===== src/rtl/core/sliding_mode_rotor_observer_macros.svh =====
// Assertion helpers for the rotor observer
`ifndef SLIDING_MODE_ROTOR_OBSERVER_MACROS_SVH
`define SLIDING_MODE_ROTOR_OBSERVER_MACROS_SVH
// Implication checked on every rising clock edge outside reset
`define SMRO_ASSERT_IMP(label, clk, rst_n, ante, cons, msg) \
    label: assert property (@(posedge clk) disable iff (!rst_n) (ante) |-> (cons)) \
        else $error(msg);
// Next-cycle implication
`define SMRO_ASSERT_NEXT(label, clk, rst_n, ante, cons, msg) \
    label: assert property (@(posedge clk) disable iff (!rst_n) (ante) |=> (cons)) \
        else $error(msg);
`endif


===== src/rtl/core/smro_pkg.sv =====
`default_nettype none
package smro_pkg;
    typedef struct packed {
        logic signed [15:0] v_alpha;
        logic signed [15:0] v_beta;
        logic signed [15:0] i_alpha;
        logic signed [15:0] i_beta;
    } t_in;
    typedef struct packed {
        logic [15:0]        rotor_angle;
        logic signed [23:0] window_speed;
        logic signed [23:0] filtered_speed;
        logic signed [15:0] emf_alpha;
        logic signed [15:0] emf_beta;
    } t_out;
    typedef struct packed {
        logic [14:0] plant_decay;
        logic [14:0] plant_gain;
        logic [14:0] slide_gain;
        logic [14:0] linear_error_bound;
        logic [15:0] filter_speed_scale;
        logic [14:0] filter_coef_floor;
        logic [15:0] angle_offset;
    } t_cfg;
    localparam logic [2:0] REG_PLANT_DECAY = 3'd0;
    localparam logic [2:0] REG_PLANT_GAIN  = 3'd1;
    localparam logic [2:0] REG_SLIDE_GAIN  = 3'd2;
    localparam logic [2:0] REG_ERR_BOUND   = 3'd3;
    localparam logic [2:0] REG_SPEED_SCALE = 3'd4;
    localparam logic [2:0] REG_COEF_FLOOR  = 3'd5;
    localparam logic [2:0] REG_ANGLE_OFS   = 3'd6;
    localparam logic [16:0] SMOOTH_Q16 = 17'd3277;
    localparam logic [14:0] COEF_MAX = 15'd32767;
    localparam int MAX_STEPS = 24;
    typedef logic [31:0] t_atan_tab [MAX_STEPS];
    localparam t_atan_tab ATAN_TURNS = '{
        32'h20000000, 32'h12E4051E, 32'h09FB385B, 32'h051111D4, 32'h028B0D43,
        32'h0145D7E1, 32'h00A2F61E, 32'h00517C55, 32'h0028BE53, 32'h00145F2F,
        32'h000A2F98, 32'h000517CC, 32'h00028BE6, 32'h000145F3, 32'h0000A2FA,
        32'h0000517D, 32'h000028BE, 32'h0000145F, 32'h00000A30, 32'h00000518,
        32'h0000028C, 32'h00000146, 32'h000000A3, 32'h00000051};
    // Lane command: which phase the shared per-axis sequencer is in
    typedef enum logic [2:0] {
        LC_IDLE, LC_MODEL, LC_ERR, LC_DIV, LC_LP1, LC_LP2
    } t_lane_op;
    typedef struct packed {
        t_lane_op          op;
        logic signed [15:0] v;
        logic signed [15:0] meas;
        logic [14:0]       coef;
    } t_lane_ctl;
    function automatic logic signed [15:0] sat16(input logic signed [47:0] x);
        if (x > 48'sd32767) return 16'sh7FFF;
        if (x < -48'sd32768) return 16'sh8000;
        return x[15:0];
    endfunction
endpackage
`default_nettype wire


===== src/rtl/core/smro_cordic.sv =====
`default_nettype none
// Vectoring CORDIC, one micro-rotation per cycle
module smro_cordic #(
    parameter int CORDIC_STEPS = 16
) (
    input  wire logic               i_clk,
    input  wire logic               i_rst_n,
    input  wire logic               i_start,
    input  wire logic signed [15:0] i_x,
    input  wire logic signed [16:0] i_y,
    output logic                    o_done,
    output logic [15:0]             o_angle
);
    localparam int SW = $clog2(CORDIC_STEPS + 1);
    logic signed [34:0] r_x, r_y;
    logic [31:0]        r_z;
    logic [SW-1:0]      r_i;
    logic               r_busy, r_done;
    logic signed [34:0] sx, sy, x0, y0;
    logic [31:0]        zsum;

    always_comb begin
        sx = r_x >>> r_i;
        sy = r_y >>> r_i;
        x0 = i_x[15] ? -(35'(i_x) <<< 16) : (35'(i_x) <<< 16);
        y0 = i_x[15] ? -(35'(i_y) <<< 16) : (35'(i_y) <<< 16);
        zsum = r_z + 32'h8000;
    end
    assign o_done = r_done;
    assign o_angle = zsum[31:16];

    always_ff @(posedge i_clk) begin
        if (!i_rst_n) begin
            r_busy <= 1'b0; r_done <= 1'b0; r_i <= '0;
        end else begin
            r_done <= 1'b0;
            if (i_start) begin
                r_x <= x0; r_y <= y0; r_i <= '0;
                if (i_x == '0 && i_y == '0) begin
                    r_z <= 32'hFFFF8000;   // rounds to zero
                    r_done <= 1'b1;
                end else begin
                    r_z <= i_x[15] ? 32'h80000000 : 32'h0;
                    r_busy <= 1'b1;
                end
            end else if (r_busy) begin
                if (r_y > 0) begin
                    r_x <= r_x + sy; r_y <= r_y - sx;
                    r_z <= r_z + smro_pkg::ATAN_TURNS[5'(r_i)];
                end else begin
                    r_x <= r_x - sy; r_y <= r_y + sx;
                    r_z <= r_z - smro_pkg::ATAN_TURNS[5'(r_i)];
                end
                r_i <= r_i + 1'b1;
                if (r_i == SW'(CORDIC_STEPS - 1)) begin
                    r_busy <= 1'b0;
                    r_done <= 1'b1;
                end
            end
        end
    end
endmodule
`default_nettype wire


===== config.mk =====
export PLATFORM = sky130hd
export DESIGN_NAME = smro_cordic
export DESIGN_NICKNAME = d
export VERILOG_FILES = /design/src/rtl/core/sliding_mode_rotor_observer_macros.svh /design/src/rtl/core/smro_pkg.sv /design/src/rtl/core/smro_cordic.sv
export SDC_FILE = /design/constraint.sdc
export NUM_CORES = 1
export LEC_CHECK = 0
export CORE_MARGIN = 8
export CORE_UTILIZATION = 45
export CTS_CLUSTER_DIAMETER = 80
export DETAILED_ROUTE_END_ITERATION = 8
export DONT_BUFFER_PORTS = 1
export PLACE_DENSITY = 0.63
export RECOVER_POWER = 25
export SLEW_MARGIN = 20
export SYNTH_ARGS = -nofsm -noshare
export SYNTH_HDL_FRONTEND = slang
export SYNTH_SLANG_ARGS = --single-unit

===== constraint.sdc =====
create_clock -name i_clk -period 7.95 [get_ports i_clk]
set_clock_uncertainty 0.2 [all_clocks]
set_input_delay 0.795 -clock i_clk [delete_from_list [all_inputs] [get_ports i_clk]]
set_output_delay 0.795 -clock i_clk [all_outputs]
set_load 0.05 [all_outputs]

==> metrics.md <==
| Metric | Value |
|---|---|
| Outcome | `complete, but fails checks` |
| Violated checks | `capacitance limit, slew limit` |
| Sequential area share after synthesis | `0.184` |
| Die Y-Extent | `213 µm` |
| Routed WL per cell | `about 23 µm` |
| Flip-flop and latch area | `roughly 3200 µm²` |
| Worst setup path start | `r_i[1]$_SDFFE_PP0P_` |
| N_diodes | `0` |
| CTS H-tree lvls | `3` |
| Final setup viols | `0` |
| IO Count | `53` |
| Worst-path maximum fanout | `60` |
| Filler Cell Count | `3821` |
| Worst reg2reg path depth | `18` |
| Iter 0 DRT Violations | `1726` |
| Final Max Tran Viols | `between 100 and 150` |
| Core area | `38400 µm²` |
| Reg2Reg Capture Point | `r_x[33]$_DFFE_PP_` |
| Critical Path Max Stage Delay | `around 0.90 ns` |
| Total wire length | `57400 µm` |
| Via/cell ratio | `6.54` |
| Final setup TNS | `0 ns` |
| Required time worst endpoint | `8.00 ns` |
| Distinct cell type count after synthesis | `91` |
| Area grow syn2layout | `3.63%` |
| Max_cap viols | `2` |
| Worst path depth | `18` |
| Gr ovfl total | `0` |
| Vias | `16300` |
| Leakage | `0.00683 µW` |
| Sink Count | `roughly 110` |
| Worst rel slew slack | `-1.46` |
| Mapped Nets | `2197` |
| Critical-path cell list | `buf_12, mux4_2, mux2i_1, mux4_2, ha_1, o21ai_0, ha_1, nor2b_1, o21ai_0, a21boi_0, o41ai_1, nand4_1, a31oi_1, o21ai_0, a31oi_1, o211ai_1, or4_1, nand3_1` |
| Via count of the first global-routing pass | `~16000` |
| EDFF count, synth | `between 100 and 150` |
| Final Net Count | `2122` |
| F_max | `~130 MHz` |
| Slew @ Worst Pin | `about 3.7 ns` |
| Main synth FF type | `edfxtp_1` |
| CP arrival | `7.49 ns` |
| Clock buffer depth | `2` |
| Fraction of registers with async set/reset | `0` |
| Cell count after synthesis | `between 2000 and 2500` |
| Final GP Congestion | `0.987` |
| Critical Path Most Common Cell | `o21ai_0` |
| Gr usage total | `0.252` |
| Worst Hold Class | `in2reg` |
| Power per cell area | `449 nW/µm²` |
| CTS-repair resized insts | `0` |
| CP endpoint | `r_x[33]$_DFFE_PP_` |
| CP delay by family, top | `compound AO/OA/AOI/OAI gates` |
| Area of the multi-input gates | `roughly 13000 µm²` |
| Initial Util | `0.453` |
| Share of post-route cells with drive strength above 1 | `0.0973` |
| CP Capture Type | `flop` |
| Largest net degree at the start of global routing | `around 150` |
| Final worst path period share | `0.935` |
| Antenna Violating Nets Remaining | `0` |
| Unrepaired setup endpoints after global routing | `no` |
| Estimated wirelength of the detail-placed design | `around 44000 µm` |
| PortBufs | `0` |
| Die Width | `213 µm` |
| Die area | `45200 µm²` |
| CTS Root Cell | `clkbuf_16` |
| Critical Setup Path Class | `reg2reg` |
| Worst hold slack | `0.417 ns` |
| Hold-fix buffers, CTS | `0` |
| Startpoint Class | `flop` |
| Slowest cell on crit path | `dfxtp_4` |
| Most frequent cells in the layout | `188 x nand2_1, 179 x nor2_1, 170 x a21oi_1` |
| Ys Warns | `0` |
| Buf/Inv on CP | `1` |
| VDD IR-drop max | `0.000209 V` |
| Initial antenna violation count | `1` |
| CTS tree | `built` |
| Worst reg2reg startpoint | `r_i[1]$_SDFFE_PP0P_` |
| First-pass GRT wire length | `around 90000 µm` |
| Post-CTS Setup Inserts | `0` |
| Crit path time final | `7.44 ns` |
| Pre-Repair DR Iteration Count | `6` |
| Final Hold Vio Count | `0` |
| Commonest non-fill, non-tap cell in the layout | `nand2_1` |
| Clock latency on the worst-skew pair | `~0.40 ns` |
| DRC | `0` |
| Synth Area per Inst | `roughly 8.5 µm²` |
| Mapped Area | `between 15000 and 20000 µm²` |
| Clock-pin slew on the worst setup and hold paths | `0.09 ns` |
| Reg2Reg Setup Slack | `0.51 ns` |
| Yosys reg bits | `109` |
| Count of standard-cell rows | `72` |
| Num CTS Buffers | `9` |
[sequential cells by signal, indices dropped and copies added, names as in the netlist]
register	cells
o_done	1
r_busy	1
r_i	5
r_x	35
r_y	35
r_z	32
[worst min path at each step]
stage	start	end	slack, ns	cells after the start
4_1_cts	i_start	r_x[13]$_SDFFCE_PP0P_	0.39	1
2_1_floorplan	r_busy$_SDFFE_PN0P_	r_i[2]$_SDFFE_PP0P_	0.47	3
5_1_grt	i_start	r_x[14]$_SDFFCE_PP0P_	0.39	1
3_5_place_dp	r_busy$_SDFFE_PN0P_	r_i[2]$_SDFFE_PP0P_	0.43	2
6_report	i_start	r_x[14]$_SDFFCE_PP0P_	0.42	1
3_3_place_gp	r_busy$_SDFFE_PN0P_	r_i[4]$_SDFFE_PP0P_	0.42	2
[stage by stage]
step	setup slack (ns)	power, µW	utilization	cell area (µm²)	cells
detailed placement	0.642	7510	0.462	17700	2476
global placement	0.813	7420	0.462	17700	2476
finish	0.513	8090	0.469	18000	2492
CTS	0.561	8010	0.470	18000	2492
floorplan	1.69	6070	-	17400	2044
global route	0.0514	8790	0.469	18000	2492
[cell type report]
type                       count  share of cell area
multi-input combinational   1766               0.743
timing repair buffer          36              0.0174
tap                          518              0.0360
clock buffer                  11              0.0129
clock inverter                 5             0.00243
sequential                   109               0.179
inverter                      47             0.00986
[kinds of logic after synthesis]
kind of cell,synth area share
and+or+nand+nor,0.182
AOI/OAI and AO/OA,0.223
xor gates and xnor gates,0.107
muxes,0.172
buffers and inverters,0.0464
adders and majority gates,0.0855
DFF,0.184
[routing by layer]
layer,vias to the layer above,share of wire,global-route usage
li1,7572,-,-
met1,7789,0.42,0.334
met2,800,0.46,0.397
met3,149,0.077,0.0382
met4,0,0.049,0.125
met5,-,0,0
[synthesized netlist by cell type (all sizes together) (46+ instances only)]
master | n | area (µm²)
mux2i | 62 | 621
xnor2 | 125 | 1090
xor2 | 87 | 762
nand3 | 46 | 235
a21oi | 170 | 851
o21ai | 133 | 666
edfxtp | 102 | 3060
nand2 | 189 | 712
nor2 | 180 | 676
buf | 62 | 405
a21o | 57 | 428
clkbuf | 60 | 225
mux4 | 87 | 2000
ha | 114 | 1430
[power by group]
group,internal (µW),switching (µW)
clock,218,245
sequential,1010,417
combinational,2650,3550
Note: power is estimated with default switching activity, not from simulation.
