### config.mk
export PLATFORM = sky130hd
export DESIGN_NAME = smro_lane
export DESIGN_NICKNAME = d
export VERILOG_FILES = /design/src/rtl/core/sliding_mode_rotor_observer_macros.svh /design/src/rtl/core/smro_pkg.sv /design/src/rtl/core/smro_lane.sv
export SDC_FILE = /design/constraint.sdc
export NUM_CORES = 2
export LEC_CHECK = 0
export BUFFER_PORTS_ARGS = -buffer_cell sky130_fd_sc_hd__clkbuf_2
export CAP_MARGIN = 10
export CORE_MARGIN = 2
export CORE_UTILIZATION = 55
export CTS_CLUSTER_DIAMETER = 150
export DETAILED_ROUTE_END_ITERATION = 7
export GPL_ROUTABILITY_DRIVEN = 0
export PLACE_DENSITY = 0.72
export SYNTH_ARGS = -nofsm -noshare
export SYNTH_HDL_FRONTEND = slang
export SYNTH_SLANG_ARGS = --single-unit
### constraint.sdc
create_clock -name i_clk -period 24.8 [get_ports i_clk]
set_input_delay 2.48 -clock i_clk [delete_from_list [all_inputs] [get_ports i_clk]]
set_output_delay 2.48 -clock i_clk [all_outputs]
set_load 0.03 [all_outputs]
### src/rtl/core/sliding_mode_rotor_observer_macros.svh
// Assertion helpers for the rotor observer
`ifndef SLIDING_MODE_ROTOR_OBSERVER_MACROS_SVH
`define SLIDING_MODE_ROTOR_OBSERVER_MACROS_SVH
// Implication checked on every rising clock edge outside reset
`define SMRO_ASSERT_IMP(label, clk, rst_n, ante, cons, msg) \
    label: assert property (@(posedge clk) disable iff (!rst_n) (ante) |-> (cons)) \
        else $error(msg);
// Next-cycle implication
`define SMRO_ASSERT_NEXT(label, clk, rst_n, ante, cons, msg) \
    label: assert property (@(posedge clk) disable iff (!rst_n) (ante) |=> (cons)) \
        else $error(msg);
`endif

### src/rtl/core/smro_pkg.sv
`default_nettype none
package smro_pkg;
    typedef struct packed {
        logic signed [15:0] v_alpha;
        logic signed [15:0] v_beta;
        logic signed [15:0] i_alpha;
        logic signed [15:0] i_beta;
    } t_in;
    typedef struct packed {
        logic [15:0]        rotor_angle;
        logic signed [23:0] window_speed;
        logic signed [23:0] filtered_speed;
        logic signed [15:0] emf_alpha;
        logic signed [15:0] emf_beta;
    } t_out;
    typedef struct packed {
        logic [14:0] plant_decay;
        logic [14:0] plant_gain;
        logic [14:0] slide_gain;
        logic [14:0] linear_error_bound;
        logic [15:0] filter_speed_scale;
        logic [14:0] filter_coef_floor;
        logic [15:0] angle_offset;
    } t_cfg;
    localparam logic [2:0] REG_PLANT_DECAY = 3'd0;
    localparam logic [2:0] REG_PLANT_GAIN  = 3'd1;
    localparam logic [2:0] REG_SLIDE_GAIN  = 3'd2;
    localparam logic [2:0] REG_ERR_BOUND   = 3'd3;
    localparam logic [2:0] REG_SPEED_SCALE = 3'd4;
    localparam logic [2:0] REG_COEF_FLOOR  = 3'd5;
    localparam logic [2:0] REG_ANGLE_OFS   = 3'd6;
    localparam logic [16:0] SMOOTH_Q16 = 17'd3277;
    localparam logic [14:0] COEF_MAX = 15'd32767;
    localparam int MAX_STEPS = 24;
    typedef logic [31:0] t_atan_tab [MAX_STEPS];
    localparam t_atan_tab ATAN_TURNS = '{
        32'h20000000, 32'h12E4051E, 32'h09FB385B, 32'h051111D4, 32'h028B0D43,
        32'h0145D7E1, 32'h00A2F61E, 32'h00517C55, 32'h0028BE53, 32'h00145F2F,
        32'h000A2F98, 32'h000517CC, 32'h00028BE6, 32'h000145F3, 32'h0000A2FA,
        32'h0000517D, 32'h000028BE, 32'h0000145F, 32'h00000A30, 32'h00000518,
        32'h0000028C, 32'h00000146, 32'h000000A3, 32'h00000051};
    // Lane command: which phase the shared per-axis sequencer is in
    typedef enum logic [2:0] {
        LC_IDLE, LC_MODEL, LC_ERR, LC_DIV, LC_LP1, LC_LP2
    } t_lane_op;
    typedef struct packed {
        t_lane_op          op;
        logic signed [15:0] v;
        logic signed [15:0] meas;
        logic [14:0]       coef;
    } t_lane_ctl;
    function automatic logic signed [15:0] sat16(input logic signed [47:0] x);
        if (x > 48'sd32767) return 16'sh7FFF;
        if (x < -48'sd32768) return 16'sh8000;
        return x[15:0];
    endfunction
endpackage
`default_nettype wire

### src/rtl/core/smro_lane.sv
`default_nettype none
// One axis: current model, switching term (serial divide), two low-pass stages
module smro_lane (
    input  wire logic               i_clk,
    input  wire logic               i_rst_n,
    input  wire smro_pkg::t_cfg     i_cfg,
    input  wire smro_pkg::t_lane_ctl i_ctl,
    output logic                    o_div_done,
    output logic signed [15:0]      o_emf2
);
    logic signed [15:0] r_m, r_z, r_e1, r_e2;
    logic [29:0]        r_num;      // |slide_gain*err|, quotient builds in low bits
    logic [15:0]        r_rem;
    logic [4:0]         r_cnt;
    logic               r_neg, r_busy;
    logic signed [47:0] acc;
    logic signed [35:0] lp;
    logic signed [16:0] n_err;
    logic [16:0]        mag;
    logic [16:0]        trial;
    logic [15:0]        n_rem;

    always_comb begin
        acc = '0;
        lp = '0;
        unique case (i_ctl.op)
            smro_pkg::LC_MODEL: acc = $signed({1'b0, i_cfg.plant_decay}) * r_m
                + $signed({1'b0, i_cfg.plant_gain})
                  * (48'(i_ctl.v) - 48'(r_e1) - 48'(r_z)) + 48'sd16384;
            smro_pkg::LC_LP1: lp = $signed({1'b0, i_ctl.coef}) * (36'(r_z) - 36'(r_e1))
                + 36'sd16384;
            smro_pkg::LC_LP2: lp = $signed({1'b0, i_ctl.coef}) * (36'(r_e1) - 36'(r_e2))
                + 36'sd16384;
            default: ;
        endcase
        n_err = 17'(r_m) - 17'(i_ctl.meas);
        mag   = n_err[16] ? 17'(-n_err) : n_err;
        n_rem = 16'({r_rem[14:0], r_num[29]});
        trial = {1'b0, n_rem} - {2'b0, i_cfg.linear_error_bound};
    end
    assign o_div_done = r_cnt == 5'd0 && !r_busy;
    assign o_emf2 = r_e2;

    always_ff @(posedge i_clk) begin
        if (!i_rst_n) begin
            r_m <= '0; r_z <= '0; r_e1 <= '0; r_e2 <= '0;
            r_busy <= 1'b0; r_cnt <= '0;
        end else begin
            unique case (i_ctl.op)
                smro_pkg::LC_MODEL: r_m <= smro_pkg::sat16(acc >>> 15);
                smro_pkg::LC_ERR: begin
                    if (i_cfg.linear_error_bound != '0 &&
                        mag < {2'b0, i_cfg.linear_error_bound}) begin
                        r_num  <= 30'(i_cfg.slide_gain) * 30'(mag);
                        r_neg  <= n_err[16];
                        r_rem  <= '0;
                        r_cnt  <= 5'd30;
                        r_busy <= 1'b1;
                    end else begin
                        r_z <= (n_err > 0) ? 16'($signed({1'b0, i_cfg.slide_gain}))
                                           : -16'($signed({1'b0, i_cfg.slide_gain}));
                    end
                end
                smro_pkg::LC_DIV: if (r_busy) begin
                    // restoring division, one quotient bit per cycle
                    if (!trial[16]) begin
                        r_rem <= trial[15:0];
                        r_num <= {r_num[28:0], 1'b1};
                    end else begin
                        r_rem <= n_rem;
                        r_num <= {r_num[28:0], 1'b0};
                    end
                    r_cnt <= r_cnt - 5'd1;
                    if (r_cnt == 5'd1) begin
                        r_busy <= 1'b0;
                        r_z <= r_neg ? -16'({r_num[28:0], !trial[16]})
                                     : 16'({r_num[28:0], !trial[16]});
                    end
                end
                smro_pkg::LC_LP1: r_e1 <= smro_pkg::sat16(48'(r_e1) + 48'(lp >>> 15));
                smro_pkg::LC_LP2: r_e2 <= smro_pkg::sat16(48'(r_e2) + 48'(lp >>> 15));
                default: ;
            endcase
        end
    end
endmodule
`default_nettype wire

==> metrics.md <==
| Metric | Value |
|---|---|
| Nets | 8825 |
| Slowest CP cell | o32ai_2 |
| Vias | 46040 |
| Status | finished, final reports clean |
| Synth unique cells | 98 |
| CTS max path bufs | 2 |
| Post-synth top area share | 41.46% |
| Synth Net Count | 8874 |
| GRT Total Usage | 29.09% |
| Port bufs | 128 |
| Syn_area_per_cell | 8.731 um^2 |
| Total gr overflow | 0 |
| Die Area | 111400 um^2 |
| Yosys warnings | 0 |
| First-pass GRT wire length | 257.7 mm |
| Worst EP arrival | 14570 ps |
| Sequential share of the synthesized area | 4.651% |
| Routed Antenna Nets | 0 |
| Share of layout cells above drive strength 1 | 4.754% |
| Clock slew seen by the registers of the worst setup and hold paths | 60 ps |
| RSZ-0062 raised after global routing | no |
| WP buf/inv | 6 |
| Total negative slack | 0 ps |
| Chip width | 333.8 um |
| Post-DP HPWL | 125.2 mm |
| Initial Util | 55.65% |
| Final wirelength | 155.5 mm |
| Critical path peak fanout | 17 |
| Fin. Hold Viols | 0 |
| CP top delay family | compound AO/OA/AOI/OAI gates |
| Vias in the first global route | 48350 |
| Final setup vio count | 0 |
| EDFF count, synth | 46 |
| Startpoint Class | flip-flop |
| Area contributors post-synth | fa_1, ha_1, inv_1, and2_1, nand2_1 |
| Hold Path Class | flip-flop to flip-flop |
| Cell taking the most area after synthesis | fa_1 |
| Setup repair bufs after CTS | 0 |
| Layout area overhead | 4.482% |
| Main flop type after synthesis | dfxtp_1 |
| Drt initial violations | 3274 |
| Worst-Skew Late Latency | 480 ps |
| Asr flop ratio synth | 0% |
| Root buffer cell | clkbuf_16 |
| Clk sink count | 116 |
| Period utilization | 57.20% |
| Routed len/inst | 18.91 um |
| Max_slew headroom | 21.49% |
| Resized cells post-CTS | 0 |
| Seq cells post-synth | 116 |
| # DRC | 0 |
| Post-Syn Instances | 6852 |
| Crit Path Class | flip-flop to flip-flop |
| Max-slew violations | 0 |
| Num CTS Buffers | 17 |
| TritonRoute pass-1 iters | 6 |
| Max Fclk | 70.50 MHz |
| Critical path's largest stage delay | 660 ps |
| Final Critical Period | 14180 ps |
| Netlist area before placement | 59830 um^2 |
| CP Capture Type | flip-flop |
| Cts hold-fix bufs | 0 |
| Die Ht | 333.8 um |
| Clock skew | 16.24 ps |
| # rows | 120 |
| Critical path launch point | r_e1[0] |
| Largest net degree at the start of global routing | 61 |
| Initial antenna violation count | 1 |
| Core region area | 107500 um^2 |
| Hold_sp | r_z[0] |
| CTS H-Tree Depth | 4 |
| TritonCTS clock tree | built |
| Reg2Reg Launch Point | r_e1[0] |
| MaxCap Viol Count | 0 |
| Cell mode on critical path | fa_1 |
| WP data required | 25190 ps |
| Slew at the pin closest to its max-slew limit | 1178 ps |
| I/O pin count | 176 |
| Routed vias/inst | 5.601 |
cells in the final DEF, fill, tap and decap left out, drive strengths merged, types with 34 or more instances in the layout:
| cell | instances |
|---|---|
| o21a | 45 |
| inv | 1569 |
| and3 | 34 |
| a21o | 53 |
| xnor2 | 163 |
| fa | 1239 |
| nor2b | 66 |
| clkbuf | 150 |
| xor2 | 81 |
| nand2b | 53 |
| buf | 99 |
| nor2 | 233 |
| and2 | 511 |
| o21ai | 132 |
| a21oi | 197 |
| nor3 | 58 |
| dfxtp | 70 |
| ha | 624 |
| nand2 | 820 |
| edfxtp | 46 |
| nand3 | 85 |
worst paths after layout:
| path | slack [ps] | cells after the start | to |
|---|---|---|---|
| worst max-delay path | 10620 | 52 | o_emf2[4] |
| worst min-delay path | 460 | 2 | r_z[0] |
| worst max register to register | 10620 | 52 | o_emf2[4] |
| worst min register to register | 460 | 2 | r_z[0] |
stage by stage:
stage / util [%] / instance area, um^2 / hold slack [ps] / instances / setup WS (ps)
2_1_floorplan: - / 59830 / 431.9 / 6852 / 11940
4_1_cts: 58.13 / 62490 / 456.0 / 8217 / 10790
3_5_place_dp: 57.57 / 61880 / 447.1 / 8185 / 10810
3_3_place_gp: 57.57 / 61880 / 443.4 / 8185 / 10860
5_1_grt: 58.14 / 62510 / 466.3 / 8219 / 9558
6_report: 58.15 / 62510 / 455.8 / 8220 / 10620
layout make-up:
type,instances,area (um^2)
sequential,116,2783
clock inverter,10,92.59
antenna,1,2.502
timing repair buffer,227,1388
clock buffer,22,510.5
fill,9531,44990
multi-input combinational,4870,50080
tap,1403,1755
inverter,1571,5897
cells by family (layout without fill, tap and decap cells):
family / Yosys count / after routing / share of synthesized area [%]
flops: 116 / 116 / 4.651
mux: 10 / 10 / 0.1694
fa+ha+maj: 1866 / 1866 / 54.56
buf+inv: 1866 / 1830 / 11.77
compound gates: 742 / 742 / 8.556
simple gates: 2007 / 2007 / 16.68
xor+xnor: 245 / 245 / 3.610
other cells: 0 / 1 / 0
cells in the mapped netlist, drive strengths merged, types with 46 or more instances:
cell,n
clkbuf,280
and2,511
xor2,81
nand2b,53
nand3,85
a21o,53
xnor2,163
inv,1568
edfxtp,46
nor2,233
dfxtp,70
fa,1239
a21oi,197
nand2,820
o21ai,132
nor3,58
nor2b,66
ha,624
worst reg2reg max path: cells and delay by family (launching register included):
kind | cells | cell delay, ps
compound gates | 28 | 7060
xor+xnor | 1 | 220
fa+ha+maj | 10 | 4180
buf+inv | 6 | 1000
flops | 1 | 370
simple gates | 7 | 1260
registers in the layout (all words and copies together), names as in the netlist, 5 cells and up:
name / count
r_num: 30
r_z: 16
r_rem: 15
r_e1: 16
r_cnt: 5
o_emf2: 16
r_m: 16
layer usage:
metal	up-vias	part of all wire [%]	track usage [%]
met5	-	0	0
met4	0	2.8	8.444
li1	20880	-	-
met3	244	8.5	5.074
met1	23230	42	40.41
met2	1689	46	46.84
Power is left out: the tool's default activity adds up to more than one toggle a clock period on the data nets, which glitch-free logic cannot reach.
