**src/rtl/core/sliding_mode_rotor_observer_macros.svh**
```systemverilog
// Assertion helpers for the rotor observer
`ifndef SLIDING_MODE_ROTOR_OBSERVER_MACROS_SVH
`define SLIDING_MODE_ROTOR_OBSERVER_MACROS_SVH
// Implication checked on every rising clock edge outside reset
`define SMRO_ASSERT_IMP(label, clk, rst_n, ante, cons, msg) \
    label: assert property (@(posedge clk) disable iff (!rst_n) (ante) |-> (cons)) \
        else $error(msg);
// Next-cycle implication
`define SMRO_ASSERT_NEXT(label, clk, rst_n, ante, cons, msg) \
    label: assert property (@(posedge clk) disable iff (!rst_n) (ante) |=> (cons)) \
        else $error(msg);
`endif

```
**src/rtl/core/smro_pkg.sv**
```systemverilog
`default_nettype none
package smro_pkg;
    typedef struct packed {
        logic signed [15:0] v_alpha;
        logic signed [15:0] v_beta;
        logic signed [15:0] i_alpha;
        logic signed [15:0] i_beta;
    } t_in;
    typedef struct packed {
        logic [15:0]        rotor_angle;
        logic signed [23:0] window_speed;
        logic signed [23:0] filtered_speed;
        logic signed [15:0] emf_alpha;
        logic signed [15:0] emf_beta;
    } t_out;
    typedef struct packed {
        logic [14:0] plant_decay;
        logic [14:0] plant_gain;
        logic [14:0] slide_gain;
        logic [14:0] linear_error_bound;
        logic [15:0] filter_speed_scale;
        logic [14:0] filter_coef_floor;
        logic [15:0] angle_offset;
    } t_cfg;
    localparam logic [2:0] REG_PLANT_DECAY = 3'd0;
    localparam logic [2:0] REG_PLANT_GAIN  = 3'd1;
    localparam logic [2:0] REG_SLIDE_GAIN  = 3'd2;
    localparam logic [2:0] REG_ERR_BOUND   = 3'd3;
    localparam logic [2:0] REG_SPEED_SCALE = 3'd4;
    localparam logic [2:0] REG_COEF_FLOOR  = 3'd5;
    localparam logic [2:0] REG_ANGLE_OFS   = 3'd6;
    localparam logic [16:0] SMOOTH_Q16 = 17'd3277;
    localparam logic [14:0] COEF_MAX = 15'd32767;
    localparam int MAX_STEPS = 24;
    typedef logic [31:0] t_atan_tab [MAX_STEPS];
    localparam t_atan_tab ATAN_TURNS = '{
        32'h20000000, 32'h12E4051E, 32'h09FB385B, 32'h051111D4, 32'h028B0D43,
        32'h0145D7E1, 32'h00A2F61E, 32'h00517C55, 32'h0028BE53, 32'h00145F2F,
        32'h000A2F98, 32'h000517CC, 32'h00028BE6, 32'h000145F3, 32'h0000A2FA,
        32'h0000517D, 32'h000028BE, 32'h0000145F, 32'h00000A30, 32'h00000518,
        32'h0000028C, 32'h00000146, 32'h000000A3, 32'h00000051};
    // Lane command: which phase the shared per-axis sequencer is in
    typedef enum logic [2:0] {
        LC_IDLE, LC_MODEL, LC_ERR, LC_DIV, LC_LP1, LC_LP2
    } t_lane_op;
    typedef struct packed {
        t_lane_op          op;
        logic signed [15:0] v;
        logic signed [15:0] meas;
        logic [14:0]       coef;
    } t_lane_ctl;
    function automatic logic signed [15:0] sat16(input logic signed [47:0] x);
        if (x > 48'sd32767) return 16'sh7FFF;
        if (x < -48'sd32768) return 16'sh8000;
        return x[15:0];
    endfunction
endpackage
`default_nettype wire

```
**src/rtl/core/smro_speed.sv**
```systemverilog
`default_nettype none
// Merge stage: angle offset, window speed, smoothing and next coefficient
module smro_speed #(
    parameter int SPEED_WINDOW = 16
) (
    input  wire logic           i_clk,
    input  wire logic           i_rst_n,
    input  wire smro_pkg::t_cfg i_cfg,
    input  wire logic           i_start,
    input  wire logic [15:0]    i_raw_angle,
    output logic                o_done,
    output logic [15:0]         o_angle,
    output logic signed [23:0]  o_held,
    output logic signed [23:0]  o_smooth,
    output logic [14:0]         o_coef
);
    typedef enum logic [1:0] {S_IDLE, S_SMOOTH, S_COEF} t_state;
    t_state             r_state;
    logic [15:0]        r_last;
    logic signed [23:0] r_sum, r_held, r_smooth;
    logic [7:0]         r_tick;
    logic [14:0]        r_coef;
    logic               r_done;
    logic [15:0]        ang, d;
    logic signed [17:0] delta;
    logic signed [23:0] n_sum;
    logic [7:0]         n_tick;
    logic signed [42:0] sd;
    logic [23:0]        mag;
    logic [39:0]        prod;
    logic [23:0]        k;

    always_comb begin
        ang = i_raw_angle + i_cfg.angle_offset;
        d = ang - r_last;
        delta = (d > 16'd32768) ? 18'(d) - 18'sd65536 : 18'(d);
        n_sum = r_sum + 24'(delta);
        n_tick = r_tick + 8'd1;
        sd = $signed({1'b0, smro_pkg::SMOOTH_Q16}) * (43'(r_held) - 43'(r_smooth))
             + 43'sd32768;
        mag = r_smooth[23] ? 24'(-r_smooth) : 24'(r_smooth);
        prod = 40'(mag) * 40'(i_cfg.filter_speed_scale);
        k = prod[39:16];
    end
    assign o_done = r_done;
    assign o_held = r_held;
    assign o_smooth = r_smooth;
    assign o_coef = r_coef;

    always_ff @(posedge i_clk) begin
        if (!i_rst_n) begin
            r_state <= S_IDLE; r_done <= 1'b0;
            r_last <= '0; r_sum <= '0; r_tick <= '0;
            r_held <= '0; r_smooth <= '0;
            r_coef <= i_cfg.filter_coef_floor;
        end else begin
            r_done <= 1'b0;
            unique case (r_state)
                S_IDLE: if (i_start) begin
                    o_angle <= ang;
                    r_last <= ang;
                    if (n_tick >= 8'(SPEED_WINDOW)) begin
                        r_held <= n_sum; r_sum <= '0; r_tick <= '0;
                    end else begin
                        r_sum <= n_sum; r_tick <= n_tick;
                    end
                    r_state <= S_SMOOTH;
                end
                S_SMOOTH: begin
                    r_smooth <= r_smooth + 24'(sd >>> 16);
                    r_state <= S_COEF;
                end
                S_COEF: begin
                    if (k < 24'(i_cfg.filter_coef_floor)) r_coef <= i_cfg.filter_coef_floor;
                    else if (k > 24'(smro_pkg::COEF_MAX)) r_coef <= smro_pkg::COEF_MAX;
                    else r_coef <= k[14:0];
                    r_done <= 1'b1;
                    r_state <= S_IDLE;
                end
                default: r_state <= S_IDLE;
            endcase
        end
    end
endmodule
`default_nettype wire
```
**config.mk**
```make
export PLATFORM = sky130hd
export DESIGN_NAME = smro_speed
export DESIGN_NICKNAME = d
export VERILOG_FILES = /design/src/rtl/core/sliding_mode_rotor_observer_macros.svh /design/src/rtl/core/smro_pkg.sv /design/src/rtl/core/smro_speed.sv
export SDC_FILE = /design/constraint.sdc
export NUM_CORES = 2
export LEC_CHECK = 0
export BUFFER_PORTS_ARGS = -buffer_cell sky130_fd_sc_hd__buf_2
export CAP_MARGIN = 20
export CELL_PAD_IN_SITES_DETAIL_PLACEMENT = 1
export CELL_PAD_IN_SITES_GLOBAL_PLACEMENT = 1
export CORE_AREA = 3 3 316 225
export CTS_CLUSTER_SIZE = 30
export DETAILED_ROUTE_END_ITERATION = 8
export DIE_AREA = 0 0 319 228
export PLACE_DENSITY = 0.81
export SLEW_MARGIN = 5
export SYNTH_ARGS = -nofsm -noshare
export SYNTH_HDL_FRONTEND = slang
export SYNTH_SLANG_ARGS = --single-unit
```
**constraint.sdc**
```tcl
create_clock -name i_clk -period 15.65 [get_ports i_clk]
set_clock_uncertainty 0.2 [all_clocks]
set_input_delay 3.13 -clock i_clk [delete_from_list [all_inputs] [get_ports i_clk]]
set_output_delay 3.13 -clock i_clk [all_outputs]
set_load 0.02 [all_outputs]
```
==> out/summary.txt <==
status = finished, final reports clean
DP HPWL = 66.9 mm
CTS resizes = 0
placer congestion estimate = 0.875
Die W = 319 µm
CP Capture Type = flip-flop
Synth-to-Final Area Change = 8.71%
Avg Inst Size Synth = 8.68 µm²
Crit. Startpoint = i_cfg[34]
Worst EP arrival = 11600 ps
Num CTS Buffers = 17
critical path's largest stage delay = 590 ps
Worst Max-Slew Pin Slew = 1100 ps
DR iter-0 viols = 1321
Worst path most repeated cell = fa_1
Worst-path clk slew = 60 ps
Setup-failing EPs final = 0
dominant cell type by area after synthesis = fa_1
worst setup path endpoint = o_coef[8]
first-pass GRT wire length = 137 mm
CTS tree = yes
MaxCap Viol Count = 0
antenna-violating nets left = 0
fraction of layout cells with a size suffix above 1 = 7.31%
worst hold margin = 262 ps
final max-slew violation count = 0
met3 usage = 5.93%
worst-path fanout max = 24
pin count of the biggest net entering global routing = 68
RSZ-0062 raised after global routing = false
Max Clk Rate = 0.0874 GHz
Slowest-stage cell, CP = a21oi_2
Mapped Cells = 3132
number of nets in the layout = 4128
Seq/Total Area, Yosys = 10.7%
PortBufs = 145
drt first pass iters = 5
global route hottest layer = met2
CTS hold repair buffers = 0
grt met1 use = 32.6%
worst skew pair latency = 490 ps
minimum clock period = 11450 ps
EDFF count, synth = 31
internal reg-to-reg setup slack = 4650 ps
I/O Pins = 206
final hold violation count = 0
# clock sinks = 130
Worst Path Buf+Inv = 6
min setup slack post-route = 4200 ps
Final period util = 73.1%
Die Y = 228 µm
initial antenna violation count = 0
HP Class = reg -> reg
Worst R2R Start = o_smooth[1]
Vias/cell = 5.35
reg2reg path depth = 42
Data required, critical path = 15810 ps
Initial Utilization = 40.0%
ys flop type = dfxtp_1
CTS Root Buffer Type = clkbuf_16
post-synthesis cell area = 27200 µm²
All-Layer GR Usage = 23.7%
final instance area = 29500 µm²
grt ovf = 0
cell family with most CP delay = adder cells
Placement Setup Slack = 3710 ps
reg2reg end = o_smooth[23]
met2 usage = 36.9%
top cell type's share of synthesized area = 30.6%
Post-Syn Nets = 4032
Antenna Cells = 0
Crit. path cell count = 32
total core area = 68000 µm²
row cnt = 80
CTS Buffer Depth = 2
DRC violations left = 0
Yosys warning count = 0
setup_tns = 0 ps
setup bufs post-CTS = 0
async set-or-reset flop fraction in the synthesized netlist = 0%
synth unique cells = 72
H-tree Lvls = 4
area of placed instances = 28900 µm²
Die Area = 72700 µm²
crit path kind = in -> reg
top post-synthesis cells by area = fa_1 (31%), ha_1 (16%), inv_1 (8.2%)
number of global-route vias before repair = 24705
drt wl/cell = 20.1 µm
drt total wl = 83.2 mm
Via Count = 22179
startpoint type of the worst setup path = primary input
synthesized flop and latch total = 130
Rel. slew slack = 26.9%
==> Yosys cell counts, types with 3 or more instances <==
master / n
ha_1: 358
o41ai_1: 7
a31oi_1: 16
dfxtp_1: 99
edfxtp_1: 31
and3_1: 21
a22oi_1: 16
o31a_1: 7
nor3b_1: 3
a2111oi_0: 3
a21o_1: 59
nand3_1: 38
nor2_1: 120
xnor2_1: 114
o211ai_1: 12
nand2_1: 404
a211o_1: 9
xor2_1: 47
nor4_1: 5
or2_2: 7
inv_1: 594
o21a_1: 21
o21ai_0: 67
nand3b_1: 5
a211oi_1: 25
nand4_1: 16
fa_1: 416
a21oi_2: 3
a21oi_1: 163
o22a_1: 16
o21bai_1: 18
a311oi_1: 3
nand2b_1: 18
or3_1: 14
nor2b_1: 14
and2_1: 172
or4_1: 3
nor3_1: 33
o311ai_0: 4
mux2i_1: 3
clkbuf_1: 95
o31ai_1: 16
==> worst reg2reg max path: cells and delay by family (launching register included) <==
kind / cells / cell delay, ps
xor+xnor: 3 / 530
compound gates: 17 / 4340
buf+inv: 5 / 560
flops: 1 / 610
fa+ha+maj: 8 / 3050
simple gates: 9 / 1610
==> worst min path at each step <==
stage	start	end	cells past startpoint	slack, ps
6_report	r_last[5]	r_last[5]	2	260
3_3_place_gp	r_last[1]	r_last[1]	2	240
4_1_cts	r_last[5]	r_last[5]	2	260
3_5_place_dp	r_last[4]	r_last[4]	2	250
2_1_floorplan	r_sum[0]	r_sum[0]	2	240
5_1_grt	r_last[0]	r_last[0]	2	280
==> registers in the layout, indices dropped and copies added, names as in the netlist <==
name,cells
o_angle,16
o_coef,15
o_done,1
o_held,24
o_smooth,24
r_last,16
r_state,2
r_sum,24
r_tick,8
==> cell families after synthesis <==
kind of cell             count (synthesis)  synth area share [%]
AND/OR/NAND/NOR                        883                  15.4
adder cells (fa/ha/maj)                774                  47.1
buffers and inverters                  692                  9.57
AO/OA/AOI/OAI                          486                  11.7
XOR/XNOR                               162                  5.27
flip-flops                             130                  10.7
multiplexers                             5                 0.193
==> routing by layer <==
metal | vias to the layer above | wire length (µm) | part of all wire [%]
met4 | 0 | 2200 | 2.6
li1 | 10212 | - | -
met5 | - | 0 | 0
met3 | 128 | 5580 | 6.7
met2 | 554 | 36900 | 44
met1 | 11285 | 38500 | 46
==> cells in the final DEF (no fill, tap or decap), types with 16 or more instances in the layout <==
| master | instances |
|---|---|
| inv_1 | 593 |
| fa_1 | 416 |
| nand2_1 | 404 |
| ha_1 | 358 |
| and2_1 | 172 |
| a21oi_1 | 163 |
| buf_2 | 145 |
| nor2_1 | 120 |
| xnor2_1 | 109 |
| dfxtp_1 | 99 |
| o21ai_0 | 66 |
| a21o_1 | 59 |
| xor2_1 | 47 |
| nand3_1 | 38 |
| nor3_1 | 33 |
| edfxtp_1 | 31 |
| buf_4 | 30 |
| a211oi_1 | 25 |
| and3_1 | 21 |
| o21a_1 | 21 |
| clkbuf_16 | 20 |
| o21bai_1 | 18 |
| nand2b_1 | 18 |
| a31oi_1 | 16 |
| nand4_1 | 16 |
| o31ai_1 | 16 |
| o22a_1 | 16 |
| a22oi_1 | 16 |
==> layout make-up <==
type / count / area (µm²)
Clock inverter: 10 / 80.1
Tap cell: 902 / 1130
Timing Repair Buffer: 175 / 951
Multi-Input combinational cell: 2310 / 21700
Inverter: 594 / 2230
Clock buffer: 22 / 528
Fill cell: 8054 / 38400
Sequential cell: 130 / 2910
==> metrics by stage <==
step                std cells  utilization (%)
finish                   4143             43.5
global route             4143             43.5
CTS                      4143             43.5
detailed placement       4111             42.6
global placement         4111             42.6
floorplan                3132                -
Power is left out: the tool's default activity adds up to more than one toggle a clock period on the data nets, which glitch-free logic cannot reach.
